### src/crth_pkg.sv
`default_nettype none
package crth_pkg;

   // Default width of the object index counter.
   localparam int OBJ_INDEX_BITS_DEFAULT = 16;

   // Depth of the queue between the front and the back.
   localparam int QUEUE_DEPTH_DEFAULT = 2;

   // Input item kinds.
   localparam logic CMD_OBJECT   = 1'b0;
   localparam logic CMD_TRIANGLE = 1'b1;

   // Register indexes of the configuration port.
   localparam logic [2:0] CSR_ORIGIN_X = 3'd0;
   localparam logic [2:0] CSR_ORIGIN_Y = 3'd1;
   localparam logic [2:0] CSR_ORIGIN_Z = 3'd2;
   localparam logic [2:0] CSR_DIR_X    = 3'd3;
   localparam logic [2:0] CSR_DIR_Y    = 3'd4;
   localparam logic [2:0] CSR_DIR_Z    = 3'd5;
   localparam logic [2:0] CSR_EPSILON  = 3'd6;

   // Reset values of the configuration registers.
   localparam logic signed [31:0] DIR_Z_RESET   = 32'sd65536;
   localparam logic [15:0]        EPSILON_RESET = 16'd1;

   // Width of the dot product accumulator and its results.
   localparam int ACC_BITS = 52;

   // Number of product steps in the back sequencer.
   localparam int          STEP_COUNT = 24;
   localparam logic [4:0]  STEP_LAST  = 5'(STEP_COUNT - 1);

   // Number of quotient bits produced by the distance divider.
   localparam int          DIV_BITS     = 31;
   localparam logic [4:0]  DIV_CNT_INIT = 5'(DIV_BITS - 1);

   typedef logic signed [31:0] q16_type;
   typedef q16_type [2:0]      vec3_type;
   typedef logic signed [ACC_BITS-1:0] acc_type;

   typedef struct packed {
      logic    cmd;
      q16_type vertex0_x;
      q16_type vertex0_y;
      q16_type vertex0_z;
      q16_type vertex1_x;
      q16_type vertex1_y;
      q16_type vertex1_z;
      q16_type vertex2_x;
      q16_type vertex2_y;
      q16_type vertex2_z;
      logic    last_item;
   } req_type;

   typedef struct packed {
      logic        hit_found;
      logic [30:0] hit_distance;
      logic [15:0] hit_object;
   } rsp_type;

   // Geometry of one queued item, already translated into edges.
   typedef struct packed {
      logic     is_tri;
      logic     last;
      vec3_type e1;
      vec3_type e2;
      vec3_type s;
   } geom_type;

   // Operand sources of the shared multiplier.
   typedef enum logic [4:0] {
      SRC_D0, SRC_D1, SRC_D2,
      SRC_E1_0, SRC_E1_1, SRC_E1_2,
      SRC_E2_0, SRC_E2_1, SRC_E2_2,
      SRC_S0, SRC_S1, SRC_S2,
      SRC_H0, SRC_H1, SRC_H2,
      SRC_Q0, SRC_Q1, SRC_Q2
   } src_type;

   // Destinations of a finished sum.
   typedef enum logic [3:0] {
      DST_H0, DST_H1, DST_H2,
      DST_Q0, DST_Q1, DST_Q2,
      DST_A, DST_NU, DST_NV, DST_NT
   } dst_type;

   typedef struct packed {
      src_type src_a;
      src_type src_b;
      logic    first;
      logic    sub;
      logic    last;
      dst_type dst;
   } step_type;

   // Microcode of the back: cross products h = d x e2, q = s x e1, then dots.
   function automatic step_type step_info(input logic [4:0] idx);
      step_type r;
      r = '{SRC_D0, SRC_D0, 1'b1, 1'b0, 1'b0, DST_A};
      case (idx)
         5'd0:  r = '{SRC_D1,   SRC_E2_2, 1'b1, 1'b0, 1'b0, DST_H0};
         5'd1:  r = '{SRC_D2,   SRC_E2_1, 1'b0, 1'b1, 1'b1, DST_H0};
         5'd2:  r = '{SRC_D2,   SRC_E2_0, 1'b1, 1'b0, 1'b0, DST_H1};
         5'd3:  r = '{SRC_D0,   SRC_E2_2, 1'b0, 1'b1, 1'b1, DST_H1};
         5'd4:  r = '{SRC_D0,   SRC_E2_1, 1'b1, 1'b0, 1'b0, DST_H2};
         5'd5:  r = '{SRC_D1,   SRC_E2_0, 1'b0, 1'b1, 1'b1, DST_H2};
         5'd6:  r = '{SRC_E1_0, SRC_H0,   1'b1, 1'b0, 1'b0, DST_A};
         5'd7:  r = '{SRC_E1_1, SRC_H1,   1'b0, 1'b0, 1'b0, DST_A};
         5'd8:  r = '{SRC_E1_2, SRC_H2,   1'b0, 1'b0, 1'b1, DST_A};
         5'd9:  r = '{SRC_S1,   SRC_E1_2, 1'b1, 1'b0, 1'b0, DST_Q0};
         5'd10: r = '{SRC_S2,   SRC_E1_1, 1'b0, 1'b1, 1'b1, DST_Q0};
         5'd11: r = '{SRC_S2,   SRC_E1_0, 1'b1, 1'b0, 1'b0, DST_Q1};
         5'd12: r = '{SRC_S0,   SRC_E1_2, 1'b0, 1'b1, 1'b1, DST_Q1};
         5'd13: r = '{SRC_S0,   SRC_E1_1, 1'b1, 1'b0, 1'b0, DST_Q2};
         5'd14: r = '{SRC_S1,   SRC_E1_0, 1'b0, 1'b1, 1'b1, DST_Q2};
         5'd15: r = '{SRC_S0,   SRC_H0,   1'b1, 1'b0, 1'b0, DST_NU};
         5'd16: r = '{SRC_S1,   SRC_H1,   1'b0, 1'b0, 1'b0, DST_NU};
         5'd17: r = '{SRC_S2,   SRC_H2,   1'b0, 1'b0, 1'b1, DST_NU};
         5'd18: r = '{SRC_D0,   SRC_Q0,   1'b1, 1'b0, 1'b0, DST_NV};
         5'd19: r = '{SRC_D1,   SRC_Q1,   1'b0, 1'b0, 1'b0, DST_NV};
         5'd20: r = '{SRC_D2,   SRC_Q2,   1'b0, 1'b0, 1'b1, DST_NV};
         5'd21: r = '{SRC_E2_0, SRC_Q0,   1'b1, 1'b0, 1'b0, DST_NT};
         5'd22: r = '{SRC_E2_1, SRC_Q1,   1'b0, 1'b0, 1'b0, DST_NT};
         5'd23: r = '{SRC_E2_2, SRC_Q2,   1'b0, 1'b0, 1'b1, DST_NT};
         default: r = '{SRC_D0, SRC_D0, 1'b1, 1'b0, 1'b0, DST_A};
      endcase
      return r;
   endfunction

   // Saturating Q16.16 addition and subtraction.
   function automatic q16_type add_sat(input q16_type x, input q16_type y);
      logic signed [32:0] sum;
      q16_type r;
      sum = {x[31], x} + {y[31], y};
      if (sum[32] != sum[31]) begin
         r = sum[32] ? q16_type'(32'h8000_0000) : q16_type'(32'h7FFF_FFFF);
      end else begin
         r = sum[31:0];
      end
      return r;
   endfunction

   function automatic q16_type sub_sat(input q16_type x, input q16_type y);
      logic signed [32:0] dif;
      q16_type r;
      dif = {x[31], x} - {y[31], y};
      if (dif[32] != dif[31]) begin
         r = dif[32] ? q16_type'(32'h8000_0000) : q16_type'(32'h7FFF_FFFF);
      end else begin
         r = dif[31:0];
      end
      return r;
   endfunction

   // Saturates an accumulator value to a Q16.16 word.
   function automatic q16_type sat_acc(input acc_type x);
      q16_type r;
      if (x > acc_type'(64'sh7FFF_FFFF)) begin
         r = q16_type'(32'h7FFF_FFFF);
      end else if (x < -acc_type'(64'sh8000_0000)) begin
         r = q16_type'(32'h8000_0000);
      end else begin
         r = x[31:0];
      end
      return r;
   endfunction

endpackage
`default_nettype wire

### src/crth_front.sv
`default_nettype none
module crth_front
   import crth_pkg::*;
#(
   parameter int OBJECT_INDEX_BITS = OBJ_INDEX_BITS_DEFAULT
) (
   input  wire logic                         clock,
   input  wire logic                         reset,
   input  wire logic                         req_valid,
   output logic                              req_ready,
   input  wire req_type                      req_data,
   input  wire vec3_type                     origin,
   input  wire logic                         queue_full,
   output logic                              push,
   output geom_type                          push_geom,
   output logic      [OBJECT_INDEX_BITS-1:0] push_obj
);

   vec3_type                     pos_ff, pos_in;
   logic [OBJECT_INDEX_BITS-1:0] obj_cnt_ff, obj_cnt_in;
   vec3_type                     v0, v1, v2;
   logic                         accept;

   assign req_ready = !queue_full;
   assign accept    = req_valid && req_ready;
   assign push      = accept;
   assign push_obj  = obj_cnt_ff;

   // Translate the triangle by the object position and form the edges.
   always_comb begin
      v0[0] = add_sat(req_data.vertex0_x, pos_ff[0]);
      v0[1] = add_sat(req_data.vertex0_y, pos_ff[1]);
      v0[2] = add_sat(req_data.vertex0_z, pos_ff[2]);
      v1[0] = add_sat(req_data.vertex1_x, pos_ff[0]);
      v1[1] = add_sat(req_data.vertex1_y, pos_ff[1]);
      v1[2] = add_sat(req_data.vertex1_z, pos_ff[2]);
      v2[0] = add_sat(req_data.vertex2_x, pos_ff[0]);
      v2[1] = add_sat(req_data.vertex2_y, pos_ff[1]);
      v2[2] = add_sat(req_data.vertex2_z, pos_ff[2]);
      push_geom.is_tri = (req_data.cmd == CMD_TRIANGLE);
      push_geom.last   = req_data.last_item;
      for (int i = 0; i < 3; i++) begin
         push_geom.e1[i] = sub_sat(v1[i], v0[i]);
         push_geom.e2[i] = sub_sat(v2[i], v0[i]);
         push_geom.s[i]  = sub_sat(origin[i], v0[i]);
      end
   end

   // Object state: a start item loads the position, the last item clears it.
   always_comb begin
      pos_in     = pos_ff;
      obj_cnt_in = obj_cnt_ff;
      if (accept) begin
         if (req_data.cmd == CMD_OBJECT) begin
            pos_in[0]  = req_data.vertex0_x;
            pos_in[1]  = req_data.vertex0_y;
            pos_in[2]  = req_data.vertex0_z;
            obj_cnt_in = obj_cnt_ff + 1'b1;
         end
         if (req_data.last_item) begin
            pos_in     = '0;
            obj_cnt_in = '1;
         end
      end
   end

   always_ff @(posedge clock) begin
      if (reset) begin
         pos_ff     <= '0;
         obj_cnt_ff <= '1;
      end else begin
         pos_ff     <= pos_in;
         obj_cnt_ff <= obj_cnt_in;
      end
   end

endmodule
`default_nettype wire

### config.mk
export PLATFORM = sky130hd
export DESIGN_NAME = crth_front
export DESIGN_NICKNAME = d
export VERILOG_FILES = /design/src/crth_pkg.sv /design/src/crth_front.sv
export SDC_FILE = /design/constraint.sdc
export NUM_CORES = 2
export LEC_CHECK = 0
export BUFFER_PORTS_ARGS = -buffer_cell sky130_fd_sc_hd__buf_2
export CAP_MARGIN = 30
export CELL_PAD_IN_SITES_DETAIL_PLACEMENT = 0
export CELL_PAD_IN_SITES_GLOBAL_PLACEMENT = 1
export CORE_ASPECT_RATIO = 0.8
export CORE_UTILIZATION = 46
export CTS_CLUSTER_SIZE = 20
export DETAILED_ROUTE_END_ITERATION = 8
export MAX_ROUTING_LAYER = met4
export PLACE_DENSITY_LB_ADDON = 0.1
export SLEW_MARGIN = 30
export SYNTH_ARGS = -nofsm -noshare
export SYNTH_HDL_FRONTEND = slang
export SYNTH_SLANG_ARGS = --single-unit
### constraint.sdc
create_clock -name clock -period 28.1 [get_ports clock]
set_input_delay 5.62 -clock clock [delete_from_list [all_inputs] [get_ports clock]]
set_output_delay 5.62 -clock clock [all_outputs]
set_load 0.01 [all_outputs]
==> tab_implementation.tex <==
\begin{tabular}{lr}
\hline
Metric & Value \\
\hline
\multicolumn{2}{l}{\textbf{Outcome}} \\
\quad Run status & completed \\
\multicolumn{2}{l}{\textbf{STA}} \\
\quad Worst Setup Slack, final & 8.820 ns \\
\quad Slew at the pin closest to its max-slew limit & 1.158 ns \\
\quad Maximum clock frequency & 51.87 MHz \\
\quad Final-layout setup total negative slack & 0 ns \\
\quad Final clock skew & between 0.01 and 0.015 ns \\
\quad Share of the clock period used by the worst path after layout & between 60 and 70\% \\
\quad Final hold viol count & 0 \\
\quad Setup-failing EPs final & 0 \\
\quad Number of pins with negative max-slew slack in the final report & 0 \\
\quad Remaining max-slew budget at the tightest pin & 22.82\% \\
\quad Setup repair after global routing missed its margin & no \\
\quad Min Clock Period, post-route & around 19 ns \\
\multicolumn{2}{l}{\textbf{Flow run}} \\
\quad Number of maximum-capacitance constraint violations & 0 \\
\multicolumn{2}{l}{\textbf{Clocking}} \\
\quad Number of clock sinks seen by CTS & roughly 110 \\
\quad Clock insertion delay at the later pin of the skew report & 0.40 ns \\
\quad PostCTS Resize Cnt & 0 \\
\quad Clock Path Buffers & 2 \\
\quad TritonCTS clock tree & built \\
\quad Buffer cell driving the clock tree root & sky130\_fd\_sc\_hd\_\_clkbuf\_16 \\
\quad Number of buffers inserted to repair setup after CTS & 0 \\
\quad Clock-pin slew reported for the worst setup and hold paths after clock tree synthesis & 0.08 ns \\
\quad Number of hold buffers added after CTS & 0 \\
\quad CTS Buf Count & 9 \\
\quad Level count of the clock H-tree & 3 \\
\multicolumn{2}{l}{\textbf{Floorplanning}} \\
\quad Initial cell density of the core & 46.70\% \\
\quad Die footprint & 84980 µm² \\
\quad Floorplan die height & 260.9 µm \\
\quad Area of the core & 82560 µm² \\
\quad Die width & 325.7 µm \\
\quad Number of core rows & 94 \\
\quad Number of ports placed on the die boundary & 698 \\
\multicolumn{2}{l}{\textbf{Detailed routing}} \\
\quad First-iteration detailed-routing DRC count & 4311 \\
\quad Wirelength, routed & 169300 µm \\
\quad Via count & roughly 45000 \\
\quad Count of nets left with antenna violations after detail routing & 0 \\
\quad Number of remaining DRC errors & 0 \\
\quad Vias per Instance & 6.295 \\
\quad Average routed wire per standard cell & 23.51 µm \\
\quad Drt pass-1 iters & 6 \\
\multicolumn{2}{l}{\textbf{Worst setup path}} \\
\quad Category of the worst setup path launch point & primary input \\
\quad Arr. time, crit path & around 14 ns \\
\quad Stage delay of the slowest cell on the critical path & 0.62 ns \\
\quad Kind of critical path & primary input to output pin \\
\quad Cell type of the slowest stage on the worst timing path & sky130\_fd\_sc\_hd\_\_nor2\_2 \\
\quad Kind of capture point of the worst setup path & output pin \\
\quad CP Max Fanout & 16 \\
\quad Most used cell, CP & sky130\_fd\_sc\_hd\_\_o21ai\_0 \\
\quad Data required time of the critical path & between 20 and 25 ns \\
\multicolumn{2}{l}{\textbf{Pwr}} \\
\quad PD cells & about 75 nW/µm² \\
\quad Max VDD drop & 0.07700 mV \\
\quad Leak pwr & 20.30 nW \\
\multicolumn{2}{l}{\textbf{Global routing}} \\
\quad Global-route wire length before repair & 245500 µm \\
\quad Number of global-route vias before repair & $\sim$40000 \\
\quad Global router's overall resource usage & around two fifths \\
\quad Initial antenna violation count & 53 \\
\quad Pin count of the biggest net entering global routing & 52 \\
\quad Global route overflow & 0 \\
\multicolumn{2}{l}{\textbf{Placed design}} \\
\quad Cell area after placement & 43050 µm² \\
\quad Worst setup slack after placement & 8.937 ns \\
\quad Placed wire-length estimate after detailed placement & $\sim$140000 µm \\
\quad Routability congestion estimate & roughly 1.1 \\
\quad Quantity of I/O buffers inserted on ports & 697 \\
\multicolumn{2}{l}{\textbf{Layout}} \\
\quad Final core utilization & 52.69\% \\
\quad NumNets Final & 6991 \\
\quad Layout overhead on the synthesized area & 12.84\% \\
\quad Fraction of final layout cells with drive strength greater than 1 & 15.23\% \\
\quad Layout Cell Area excl Fill & 43500 µm² \\
\quad Fill cell instance count of the final layout & 8581 \\
\multicolumn{2}{l}{\textbf{Synth}} \\
\quad Flops \& latches, synth & $\sim$110 \\
\quad Leading cell types by total area after synthesis & sky130\_fd\_sc\_hd\_\_ha\_1 (18\%), sky130\_fd\_sc\_hd\_\_a21oi\_1 (11\%), sky130\_fd\_sc\_hd\_\_xnor2\_1 (7.5\%) \\
\quad Part of the Yosys area used for sequential elements & 5.816\% \\
\quad Post-synthesis instance area & 38550 µm² \\
\quad Cell type with the highest aggregate area in the netlist & sky130\_fd\_sc\_hd\_\_ha\_1 \\
\quad Synth Flop Type & sky130\_fd\_sc\_hd\_\_dfxtp\_1 \\
\quad Count of yosys warnings during synthesis & 0 \\
\quad Count of different cell masters after synthesis & 125 \\
\quad Area share of the largest cell type after synthesis & 17.85\% \\
\quad EDFF count, synth & 0 \\
\quad Synthesized area divided by synthesized cell count & around 7.0 µm² \\
\quad Proportion of synthesized flip-flops having asynchronous set or reset & 0\% \\
\quad Synth Net Count & 6432 \\
\quad Post-synthesis cell count & 5483 \\
\multicolumn{2}{l}{\textbf{Min path}} \\
\quad Worst hold-check path type & flip-flop to flip-flop \\
\hline
\end{tabular}
## cell usage after synthesis (14+ instances only)
cell / instances
sky130_fd_sc_hd__a221oi_1: 23
sky130_fd_sc_hd__o21ai_0: 377
sky130_fd_sc_hd__and4_1: 18
sky130_fd_sc_hd__nor2b_1: 67
sky130_fd_sc_hd__nand4_1: 64
sky130_fd_sc_hd__a21o_1: 286
sky130_fd_sc_hd__o21a_1: 73
sky130_fd_sc_hd__a31oi_1: 60
sky130_fd_sc_hd__o21bai_1: 105
sky130_fd_sc_hd__mux2i_1: 16
sky130_fd_sc_hd__clkbuf_1: 132
sky130_fd_sc_hd__a211o_1: 22
sky130_fd_sc_hd__maj3_1: 88
sky130_fd_sc_hd__a21boi_0: 33
sky130_fd_sc_hd__nor2_1: 416
sky130_fd_sc_hd__o21ai_1: 36
sky130_fd_sc_hd__and2_1: 39
sky130_fd_sc_hd__a22oi_1: 26
sky130_fd_sc_hd__a211oi_1: 43
sky130_fd_sc_hd__o211ai_1: 44
sky130_fd_sc_hd__nand2b_1: 77
sky130_fd_sc_hd__or3_1: 29
sky130_fd_sc_hd__ha_1: 550
sky130_fd_sc_hd__a31o_2: 16
sky130_fd_sc_hd__dfxtp_1: 112
sky130_fd_sc_hd__or2_2: 21
sky130_fd_sc_hd__xor2_1: 200
sky130_fd_sc_hd__nand2_1: 318
sky130_fd_sc_hd__nor3_1: 88
sky130_fd_sc_hd__buf_4: 18
sky130_fd_sc_hd__inv_1: 198
sky130_fd_sc_hd__nor4_1: 14
sky130_fd_sc_hd__buf_2: 40
sky130_fd_sc_hd__o31ai_1: 34
sky130_fd_sc_hd__a21oi_1: 860
sky130_fd_sc_hd__and3_1: 68
sky130_fd_sc_hd__o22ai_1: 101
sky130_fd_sc_hd__xnor2_1: 329
sky130_fd_sc_hd__nand3_1: 154
## stage by stage
step                cells  hold slack [ns]  total power [mW]
global placement     7131           0.4685             3.051
floorplan            5483           0.5252             2.124
global route         7190           0.5435             3.506
detailed placement   7134           0.4725             3.050
finish               7202           0.4967             3.261
CTS                  7150           0.4972             3.209
## state kept, by name (all words and copies together), names as in the netlist
signal    cells
pos_ff       96
push_obj     16
## metal layers
metal	up-vias	wire, µm	GRT usage, %	part of all wire, %
li1	21790	-	-	-
met1	21240	75640	52.35	45
met2	2083	71240	56.38	42
met3	224	17360	7.968	10
met4	0	5058	12.34	3.0
met5	-	0	-	0
## critical path: cells and delay by family
kind,cells,cell delay (ns)
compound gates,19,4.32
fa+ha+maj,3,1.12
buf+inv,5,0.96
simple gates,6,1.61
## cell families after synthesis
group,synth area share (%)
AOI/OAI and AO/OA,38.01
xor gates and xnor gates,12.17
adders and majority gates,20.66
buffers and inverters,4.248
DFF,5.816
muxes,0.8892
and+or+nand+nor,18.21
## final cells by class
type	instances	area [µm²]	area share [%]
tap	1104	1381	3.175
clock inverter	7	63.81	0.1467
antenna	51	127.6	0.2934
timing repair buffer	749	3906	8.979
clock buffer	9	225.2	0.5177
multi-input combinational	4972	34810	80.03
inverter	198	743.2	1.708
sequential	112	2242	5.154
## where the power goes
group          internal [mW]  switching (mW)  total (mW)  leakage [nW]
logic                   1.14            1.79        2.93          19.2
registers              0.168          0.0194       0.187         0.917
clock network         0.0625          0.0809       0.143         0.136
## cells in the final DEF (no fill, tap or decap), drive strengths merged, types with 51 or more instances in the layout
cell	count
nand2b	78
nor2	423
nand4	66
maj3	90
nor3	91
nand2	323
diode	51
dfxtp	112
nor2b	67
nand3	154
inv	201
o21ai	419
o22ai	102
buf	748
o21a	73
a31oi	64
a21oi	867
o21bai	105
ha	550
and3	68
xnor2	330
a21o	286
xor2	202
## worst paths after layout
path                                                 from                   endpoint  slack, ns  cells past startpoint
worst max-delay path                        req_data[225]             push_geom[246]       8.82                     33
worst min-delay path            push_obj[15]$_SDFFE_PP1P_  push_obj[15]$_SDFFE_PP1P_       0.50                      2
worst max register to register   push_obj[0]$_SDFFE_PP1P_  push_obj[10]$_SDFFE_PP1P_      26.52                      6
worst min register to register  push_obj[15]$_SDFFE_PP1P_  push_obj[15]$_SDFFE_PP1P_       0.50                      2
No activity file was read; power rests on OpenSTA's default activity.
