## config.mk

```make
export PLATFORM = sky130hd
export DESIGN_NAME = crth_fifo
export DESIGN_NICKNAME = d
export VERILOG_FILES = /design/src/crth_fifo.sv
export SDC_FILE = /design/constraint.sdc
export NUM_CORES = 1
export LEC_CHECK = 0
export BUFFER_PORTS_ARGS = -buffer_cell sky130_fd_sc_hd__buf_2
export CORE_MARGIN = 3
export CORE_UTILIZATION = 30
export CTS_CLUSTER_DIAMETER = 150
export CTS_CLUSTER_SIZE = 28
export DETAILED_ROUTE_END_ITERATION = 12
export MAX_ROUTING_LAYER = met4
export PLACE_DENSITY = 0.54
export SYNTH_ARGS = -nofsm -noshare
export SYNTH_HDL_FRONTEND = slang
export SYNTH_SLANG_ARGS = --single-unit
export TNS_END_PERCENT = 50
```

## constraint.sdc

```tcl
create_clock -name clock -period 2.3 [get_ports clock]
set_input_delay 0.23 -clock clock [delete_from_list [all_inputs] [get_ports clock]]
set_output_delay 0.23 -clock clock [all_outputs]
set_load 0.02 [all_outputs]
```

## src/crth_fifo.sv

```systemverilog
`default_nettype none
module crth_fifo #(
   parameter int WIDTH = 8,
   parameter int DEPTH = 2
) (
   input  wire logic             clock,
   input  wire logic             reset,
   input  wire logic             push,
   input  wire logic [WIDTH-1:0] push_data,
   input  wire logic             pop,
   output logic      [WIDTH-1:0] head_data,
   output logic                  full,
   output logic                  empty
);

   localparam int PTR_BITS = (DEPTH > 1) ? $clog2(DEPTH) : 1;
   localparam int CNT_BITS = $clog2(DEPTH + 1);

   logic [WIDTH-1:0]    entry_ff [DEPTH];
   logic [PTR_BITS-1:0] wr_ptr_ff, wr_ptr_in;
   logic [PTR_BITS-1:0] rd_ptr_ff, rd_ptr_in;
   logic [CNT_BITS-1:0] count_ff, count_in;
   logic                do_push, do_pop;

   assign full      = (count_ff == CNT_BITS'(DEPTH));
   assign empty     = (count_ff == '0);
   assign head_data = entry_ff[rd_ptr_ff];
   assign do_push   = push && !full;
   assign do_pop    = pop && !empty;

   // Pointer and fill level update.
   always_comb begin
      wr_ptr_in = wr_ptr_ff;
      rd_ptr_in = rd_ptr_ff;
      count_in  = count_ff;
      if (do_push) begin
         wr_ptr_in = (wr_ptr_ff == PTR_BITS'(DEPTH - 1)) ? '0 : wr_ptr_ff + 1'b1;
      end
      if (do_pop) begin
         rd_ptr_in = (rd_ptr_ff == PTR_BITS'(DEPTH - 1)) ? '0 : rd_ptr_ff + 1'b1;
      end
      if (do_push && !do_pop) begin
         count_in = count_ff + 1'b1;
      end else if (do_pop && !do_push) begin
         count_in = count_ff - 1'b1;
      end
   end

   always_ff @(posedge clock) begin
      if (reset) begin
         wr_ptr_ff <= '0;
         rd_ptr_ff <= '0;
         count_ff  <= '0;
      end else begin
         wr_ptr_ff <= wr_ptr_in;
         rd_ptr_ff <= rd_ptr_in;
         count_ff  <= count_in;
      end
   end

   // Storage needs no reset.
   always_ff @(posedge clock) begin
      if (do_push) begin
         entry_ff[wr_ptr_ff] <= push_data;
      end
   end

endmodule
`default_nettype wire

```

==> results.json, run 1 <==
{
  "crit_path_start_kind": "flop",
  "placedCellCount": 100,
  "ir_worst_vdd_v": 0.000586,
  "numCtsBuffers": 3,
  "antenna_found_initial": 0,
  "cts_tree": "yes",
  "ys_ff_latch": 21,
  "hold_path_class": "in2reg",
  "ys_seq_area_share_pct": 73.2,
  "die_h_um": 57.4,
  "port_buffers": 21,
  "htree_levels": 1,
  "wl_mm": 1.27,
  "gr-total-overflow": 0,
  "cp.required_ns": 2.07,
  "gp_congestion": 0.631,
  "n_antenna_cell": 0,
  "synth_area_leader_cell": "edfxtp_1",
  "wl_met1_um": 541,
  "clock_path_buffers": 2,
  "synth_top_family_by_area": "multiplexers",
  "core_area_um2": 2500,
  "worstPathArrival_ns": 1.41,
  "synth_top_area_share_pct": 60.6,
  "syn_area_um2": 793,
  "rows": 18,
  "cpPeakStageDelay_ns": 0.57,
  "clk_pin_slew_ns": 0.12,
  "instances_no_fill": 104,
  "ant_nets": 0,
  "synthTopCellsByArea": "edfxtp_1 61%, dfxtp_1 13%, mux2_2 11%, xor2_1 3.3%, nor2_1 2.4%",
  "cts_setup_buffers": 0,
  "clock_latency_ns": 0.30,
  "status": "finished clean",
  "slew_headroom_pct": 73.4,
  "hp-start": "push_data[1]",
  "grt_max_degree": 13,
  "wl_per_cell_um": 12.2,
  "cts_resized": 0,
  "syn_nets": 63,
  "vias": 459,
  "numClockSinks": 21,
  "area_growth_pct": 20.8,
  "yosysWarnings": 0,
  "place_hpwl_um": 913,
  "final_nets": 88,
  "p_per_area_nw_per_um2": 1110,
  "tns_ns": 0,
  "worstSetupPathType": "reg2out",
  "dr.pass1.iters": 4,
  "hold_viol_final": 0,
  "synth_compound_area_share_pct": 3.15,
  "crit_fanout": 8,
  "initial_core_util_pct": 31.7,
  "synth_adder_area_share_pct": 1.58,
  "period_share_pct": 71.2,
  "synth.mux.area_fraction_pct": 11.4,
  "critPathSlowestCell": "dfxtp_1",
  "wl_met3_um": 94,
  "rsz0062_at_grt": "no",
  "post_drt_via_cell_ratio": 4.41,
  "cp-end-kind": "output pin",
  "wl_met2_um": 631,
  "maxCapViolations": 0,
  "finalSetupViolCount": 0,
  "synthCells": 50,
  "grt_pass1_vias": 487,
  "layout-drive-gt1-share_pct": 45.9,
  "clockRootBuffer": "clkbuf_4",
  "first_iter_violations": 6,
  "syn_avg_cell_area_um2": 15.9,
  "max_freq_mhz": 610,
  "yosys.cell_types.count": 13,
  "tightest_slew_ns": 0.399,
  "p_leak_uw": 0.000381,
  "fin_skew_ns": 0.00928,
  "top_layer": "met3",
  "drc": 0,
  "r2r-start": "count_ff[0]",
  "synth_xor_area_share_pct": 3.31,
  "period_minus_slack_ns": 1.64,
  "grt_usage_pct": 9.07,
  "worstPathCellList": "mux2_2 > buf_2",
  "grt_pass1_wl_mm": 2.10,
  "synthSimpleGateAreaFrac_pct": 5.84,
  "die_x_um": 57.4,
  "dieArea_um2": 3300,
  "drv_slew": 0,
  "ioPinCount": 22,
  "ctsHoldBuffers": 0
}
==> cells in the mapped netlist <==
library cell and n:
a21oi_1 2, and2_1 1, buf_2 1, dfxtp_1 5, edfxtp_1 16, ha_1 1, inv_1 2, mux2_2 8
nor2_1 5, nor2b_2 1, o21ai_0 3, or3_1 2, xor2_1 3
==> registers in the layout, summed over array words and instances (netlist names), named ones only <==
signal	flops
rd_ptr_ff	1
count_ff	2
wr_ptr_ff	1
entry_ff	16
==> cell type report <==
cell class                      count  area [um2]
Tap cell                           30        37.5
Clock inverter                      1        5.00
Fill cell                         253        1540
Clock buffer                        3        22.5
Multi-Input combinational cell     26         200
Timing Repair Buffer               21         105
Sequential cell                    21         581
Inverter                            2        7.51
==> worst max-delay path, delay by kind of cell (launching register included) <==
family / cells / cell delay [ns]
flops: 1 / 0.57
buf+inv: 1 / 0.16
mux: 1 / 0.38
==> cells by family (layout without fill, tap and decap cells) <==
kind of cell	Yosys count	count (layout)
AO/OA/AOI/OAI	5	5
XOR/XNOR	3	3
adder cells (fa/ha/maj)	1	1
buffers and inverters	3	27
flip-flops	21	21
multiplexers	8	8
AND/OR/NAND/NOR	9	9
==> path summary, 6_finish.rpt <==
kind                         end  cells past startpoint  slack, ns
setup / recovery    head_data[0]                      2       0.66
hold / removal    entry_ff[1][1]                      1       0.11
setup reg to reg     count_ff[1]                      4       0.69
hold reg to reg        wr_ptr_ff                      2       0.51
==> power breakdown <==
part | internal [uW] | switching [uW]
Combinational | 149 | 201
Sequential | 484 | 51.4
Clock | 64.7 | 110
==> placed cells by master (no fill, tap or decap) <==
cell type / Yosys / routed
buf_2: 1 / 21
edfxtp_1: 16 / 16
mux2_2: 8 / 8
nor2_1: 5 / 5
dfxtp_1: 5 / 5
o21ai_0: 3 / 3
xor2_1: 3 / 3
clkbuf_4: 0 / 3
inv_1: 2 / 2
or3_1: 2 / 2
a21oi_1: 2 / 2
nor2b_2: 1 / 1
and2_1: 1 / 1
ha_1: 1 / 1
clkinv_2: 0 / 1
==> metrics by stage <==
stage          hold slack, ns  power [uW]  cell area [um2]  worst slack, ns  utilization, %
2_1_floorplan           0.299         791              793            0.713               -
3_3_place_gp            0.420         889              931            0.805            37.2
3_5_place_dp            0.424         897              931            0.709            37.2
4_1_cts                 0.104        1070              958            0.624            38.3
5_1_grt                0.0899        1130              958            0.564            38.3
6_report                0.107        1060              958            0.662            38.3
==> metal layers <==
| metal | global-route usage [%] | up-vias |
|---|---|---|
| li1 | - | 228 |
| met4 | 4.97 | 0 |
| met5 | - | - |
| met2 | 14.0 | 17 |
| met3 | 3.17 | 0 |
| met1 | 10.2 | 214 |
Note: power is estimated with default switching activity, not from simulation.
==> inputs of run 2 (changes only) <==
--- a/config.mk
+++ b/config.mk
@@ -5,6 +5,7 @@
 export SDC_FILE = /design/constraint.sdc
 export NUM_CORES = 1
 export LEC_CHECK = 0
+export ABC_AREA = 1
 export BUFFER_PORTS_ARGS = -buffer_cell sky130_fd_sc_hd__buf_2
 export CORE_MARGIN = 3
 export CORE_UTILIZATION = 30
@@ -12,7 +13,7 @@
 export CTS_CLUSTER_SIZE = 28
 export DETAILED_ROUTE_END_ITERATION = 12
 export MAX_ROUTING_LAYER = met4
-export PLACE_DENSITY = 0.54
+export PLACE_DENSITY = 0.55
 export SYNTH_ARGS = -nofsm -noshare
 export SYNTH_HDL_FRONTEND = slang
 export SYNTH_SLANG_ARGS = --single-unit
==> constraint.sdc (replaced) <==
create_clock -name clock -period 1.3 [get_ports clock]
set_input_delay 0.13 -clock clock [delete_from_list [all_inputs] [get_ports clock]]
set_output_delay 0.13 -clock clock [all_outputs]
set_load 0.02 [all_outputs]
==> results.json, run 2 <==
{
  "status": "complete, but fails checks",
  "violations": "setup timing",
  "gr-total-overflow": 0,
  "synthTopCellsByArea": "edfxtp_1 58%, dfxtp_1 12%, mux2_2 11%, nor2_1 4.1%, inv_1 3.2%",
  "worstPathCellList": "mux2_4 > buf_6",
  "worstSetupPathType": "reg2out",
  "crit_buf_inv": 1,
  "hp-start": "push_data[2]",
  "period_minus_slack_ns": 1.33,
  "numCtsBuffers": 3,
  "critPathSlowestCell": "dfxtp_4",
  "fin_area_um2": 1140,
  "ctsHoldBuffers": 0,
  "die_x_um": 58.5,
  "synth_area_leader_cell": "edfxtp_1",
  "ant_nets": 0,
  "rsz0062_at_grt": "yes",
  "yosys.cell_types.count": 16,
  "maxCapViolations": 0,
  "antenna_found_initial": 0,
  "ys_ff_latch": 21,
  "synthFlopType": "edfxtp_1",
  "wl_per_cell_um": 11.2,
  "cp-end-kind": "output pin",
  "place_hpwl_um": 944,
  "drv_slew": 0,
  "dr.pass1.iters": 4,
  "power.total_uw": 2170,
  "placedCellCount": 117,
  "cts_tree": "yes",
  "crit_path_start_kind": "flop",
  "rows": 18,
  "finalSetupViolCount": 8,
  "cp.required_ns": 1.17,
  "regMostFlops": "entry_ff",
  "instances_no_fill": 121,
  "vias": 534,
  "numClockSinks": 21,
  "min_path_cells": 1,
  "core_area_um2": 2540,
  "htree_levels": 1,
  "period_share_pct": 102,
  "setup_slack_ns": -0.0279,
  "clock_latency_ns": 0.29,
  "crit_fanout": 8,
  "r2r-end": "count_ff[1]",
  "cpPeakStageDelay_ns": 0.46,
  "whs_ns": 0.0226,
  "hold_viol_final": 0,
  "syn_avg_cell_area_um2": 13.4,
  "dpl_cell_area_um2": 1000,
  "port_buffers": 21,
  "cp_top_family": "flip-flops",
  "r2r_cells": 8,
  "grt_pass1_wl_mm": 2.21,
  "synth_edf_count": 16,
  "wl_mm": 1.36,
  "synth_top_area_share_pct": 58.0,
  "ir_worst_vdd_v": 0.000996,
  "synthArstFlopShare_pct": 0,
  "clockRootBuffer": "clkbuf_4",
  "post_drt_via_cell_ratio": 4.41,
  "max_freq_mhz": 753,
  "r2r-start": "count_ff[1]",
  "initial_core_util_pct": 32.5,
  "synthCells": 62,
  "hold_path_class": "in2reg",
  "reg_top3": "entry_ff x16, count_ff x2",
  "tightest_slew_ns": 0.178,
  "final_common_cell": "edfxtp_1",
  "fillers": 231,
  "layout-drive-gt1-share_pct": 51.6,
  "slew_headroom_pct": 88.1,
  "worstPathArrival_ns": 1.20,
  "dieArea_um2": 3430,
  "die_h_um": 58.5,
  "clk_pin_slew_ns": 0.11,
  "first_iter_violations": 6,
  "grt_usage_pct": 8.89,
  "yosysMostFrequentCell": "edfxtp_1",
  "min_to": "entry_ff[1][2]",
  "tns_ns": -0.192,
  "largest_register_ffs": 16,
  "drc": 0,
  "ioPinCount": 22,
  "n_antenna_cell": 0,
  "rrSetupSlack_ns": 0.03,
  "final_nets": 105,
  "final_cell_mix": "16 x edfxtp_1, 13 x buf_2, 9 x nor2_1",
  "p_per_area_nw_per_um2": 1910,
  "p_leak_uw": 0.000478,
  "ys_seq_area_share_pct": 70.1,
  "syn_nets": 75,
  "grt_pass1_vias": 535,
  "clock_path_buffers": 2,
  "fin_skew_ns": 0.00397,
  "area_growth_pct": 37.2,
  "syn_area_um2": 828,
  "yosysWarnings": 0,
  "grt_max_degree": 12,
  "gp_congestion": 0.655,
  "ys_top_cells_by_count": "16 x edfxtp_1, 9 x nor2_1, 8 x mux2_2"
}
## run 2: cell count changes in the layout (fill, tap and decap cells not counted), sizes merged, moves of 3 or more
cell,previous run,this run
xor2,3,0
buf,21,26
inv,2,9
nor2,5,9
nand2,0,4
## run 2: per-layer routing
metal	GRT usage [%]	wire length (um)	share of wire, %	up-vias
met5	-	0	0	-
met1	10.3	569	42	246
met3	3.07	97	7.2	2
met2	14.4	679	50	17
met4	2.98	9	0.66	0
li1	-	-	-	269
## run 2: cell families after synthesis
kind of cell             after synthesis  synth area share, %
AO/OA/AOI/OAI                          6                 4.53
buffers and inverters                 10                 4.68
AND/OR/NAND/NOR                       16                 8.31
adder cells (fa/ha/maj)                1                 1.51
flip-flops                            21                 70.1
multiplexers                           8                 10.9
## run 2: through the flow
step	util (%)	setup slack, ns
2_1_floorplan	-	-0.0212
3_3_place_gp	39.4	0.0367
3_5_place_dp	39.4	0.0111
4_1_cts	43.8	-0.0443
5_1_grt	44.6	-0.0913
6_report	44.6	-0.0279
## run 2: how the worst max path moves through the flow
stage / depth (start not counted) / startpoint / to
3_5_place_dp: 8 / count_ff[0] / count_ff[1]
2_1_floorplan: 2 / count_ff[0] / entry_ff[1][0]
4_1_cts: 2 / flop / head_data[2]
5_1_grt: 2 / flop / head_data[2]
6_report: 2 / flop / head_data[1]
3_3_place_gp: 8 / count_ff[0] / count_ff[1]
## run 2: timing repair
| action | CTS | global route |
|---|---|---|
| endpoints found under the setup margin | 9 | 10 |
| gates cloned | 0 | 0 |
| setup buffers | 0 | 0 |
| gates resized for setup | 27 | 5 |
| pin swaps | 0 | 2 |
## run 2: final cells by class
cell class	instances	area, um2	share of cell area (%)
sequential	21	587	51.7
tap	30	37.5	3.30
multi-input combinational	31	259	22.8
timing repair buffer	26	193	17.0
inverter	9	33.8	2.97
clock buffer	4	26.3	2.31
## run 2: power by group
part           internal, uW  switching (uW)
clock                   119             173
sequential              868            94.7
combinational           466             445
==> inputs of run 3 (changes only) <==
--- a/config.mk
+++ b/config.mk
@@ -14,6 +14,7 @@
 export DETAILED_ROUTE_END_ITERATION = 12
 export MAX_ROUTING_LAYER = met4
 export PLACE_DENSITY = 0.55
+export RECOVER_POWER = 100
 export SYNTH_ARGS = -nofsm -noshare
 export SYNTH_HDL_FRONTEND = slang
 export SYNTH_SLANG_ARGS = --single-unit
==> results.json, run 3 (synthesis results as in run 2) <==
{
  "cts_setup_buffers": 0,
  "numClockSinks": 21,
  "antenna_found_initial": 0,
  "post_drt_via_cell_ratio": 4.40,
  "status": "complete, but fails checks",
  "core_area_um2": 2540,
  "violations": "setup timing",
  "ioPinCount": 22,
  "port_buffers": 21,
  "first_iter_violations": 6,
  "seqPwrFrac_pct": 45.1,
  "clockPowerShare_pct": 13.6,
  "r2r_cells": 9,
  "maxCapViolations": 0,
  "cp.required_ns": 1.17,
  "gr-total-overflow": 0,
  "clk_pin_slew_ns": 0.10,
  "largest_register_ffs": 16,
  "slew_headroom_pct": 87.0,
  "p_comb_share_pct": 41.3,
  "period_share_pct": 102,
  "rsz0062_at_grt": "yes",
  "hold_viol_final": 0,
  "drv_slew": 0,
  "p_per_area_nw_per_um2": 1900,
  "seqCellArea_um2": 586,
  "final_nets": 105,
  "r2r-start": "count_ff[1]",
  "dr.pass1.iters": 4,
  "worstSetupEndpoint": "head_data[1]",
  "hold_path_class": "in2reg",
  "tns_ns": -0.173,
  "grt_usage_pct": 8.89,
  "crit_path_start_kind": "flop",
  "cts_tree": "yes",
  "worstPathArrival_ns": 1.20,
  "n_antenna_cell": 0,
  "die_h_um": 58.5,
  "layout-drive-gt1-share_pct": 47.3,
  "clock_path_buffers": 2,
  "rrSetupSlack_ns": 0.04,
  "dieArea_um2": 3430,
  "switchingPower_uw": 708,
  "crit_fanout": 8,
  "regMostFlops": "entry_ff",
  "cp-end-kind": "output pin",
  "place_hpwl_um": 944,
  "area_growth_pct": 35.5,
  "power.share.switching_pct": 33.2,
  "grt_pass1_wl_mm": 2.21,
  "worstPathCellList": "mux2_4 > buf_6",
  "r2r-end": "count_ff[1]",
  "rows": 18,
  "reg_top3": "entry_ff x16, count_ff x2",
  "power.internal_uw": 1420,
  "drc": 0,
  "multi_input_area_um2": 256,
  "final_common_cell": "edfxtp_1",
  "clockRootBuffer": "clkbuf_4",
  "grt_pass1_vias": 535,
  "period_minus_slack_ns": 1.33,
  "whs_ns": 0.0245,
  "gp_congestion": 0.655,
  "ctsHoldBuffers": 0,
  "clock_latency_ns": 0.28,
  "wl_mm": 1.34,
  "final_cell_mix": "16 x edfxtp_1, 13 x buf_2, 9 x nor2_1",
  "max_freq_mhz": 754,
  "wl_per_cell_um": 11.1,
  "grt_max_degree": 12,
  "fillers": 237,
  "initial_core_util_pct": 32.5,
  "critPathSlowestCell": "dfxtp_4",
  "tightest_slew_ns": 0.196,
  "ir_worst_vdd_v": 0.000990,
  "hp-start": "push_data[2]",
  "p_leak_uw": 0.000468,
  "vias": 533,
  "finalSetupViolCount": 8,
  "ant_nets": 0,
  "htree_levels": 1,
  "numCtsBuffers": 3,
  "fin_skew_ns": 0.00264,
  "setup_slack_ns": -0.0255,
  "die_x_um": 58.5,
  "cpPeakStageDelay_ns": 0.45,
  "worstSetupPathType": "reg2out"
}
run 3: cell count changes in the layout (fill, tap and decap cells not counted), sizes merged:
cell    previous run  this run
buf               26        23
clkbuf             4         7
run 3: final cells by class:
| class | count | area share (%) |
|---|---|---|
| repair buffers | 26 | 16.3 |
| multi-input cells | 31 | 22.9 |
| clock buffers | 4 | 2.34 |
| flip-flops and latches | 21 | 52.2 |
| well taps | 30 | 3.34 |
| inverters | 9 | 3.01 |
run 3: timing repair:
item | CTS | global route
setup endpoints to repair | 9 | 10
hold endpoints to repair | 0 | 0
pin swaps | 0 | 2
resized for setup | 27 | 5
run 3: per-stage QoR:
stage	util, %	cell area (um2)	setup WS, ns	power (uW)	instances
after floorplan	-	828	-0.0212	1420	62
after global placement	39.4	1000	0.0367	1660	117
after detailed placement	39.4	1000	0.0111	1670	117
after CTS	43.8	1110	-0.0443	2130	121
after global routing	44.1	1120	-0.0913	2300	121
final	44.1	1120	-0.0255	2130	121
run 3: worst min-delay path by stage:
| stage | cells past startpoint | endpoint | slack [ns] |
|---|---|---|---|
| final | 1 | entry_ff[1][2] | 0.02 |
| after global placement | 1 | entry_ff[0][1] | 0.32 |
| after global routing | 1 | entry_ff[1][7] | 0.003 |
| after detailed placement | 1 | entry_ff[0][5] | 0.33 |
| after CTS | 1 | entry_ff[1][1] | 0.02 |
| after floorplan | 0 | entry_ff[0][0] | 0.23 |
run 3: worst max-delay path, delay by kind of cell, from the launching register on:
family	cells	cell delay, ns
buffers and inverters	1	0.13
DFF	1	0.45
muxes	1	0.32
run 3: layer usage:
metal	vias up	track usage [%]	wire length (um)
li1	270	-	-
met1	244	10.3	568
met2	17	14.4	667
met3	2	3.07	96
met4	0	2.98	9
met5	-	-	0
run 3: power by group through the flow:
stage	logic (uW)	clock network [uW]	registers (uW)
6_report	879	290	960
5_1_grt	975	343	980
4_1_cts	861	307	957
3_5_place_dp	718	0	951
3_3_place_gp	712	0	946
2_1_floorplan	494	0	927
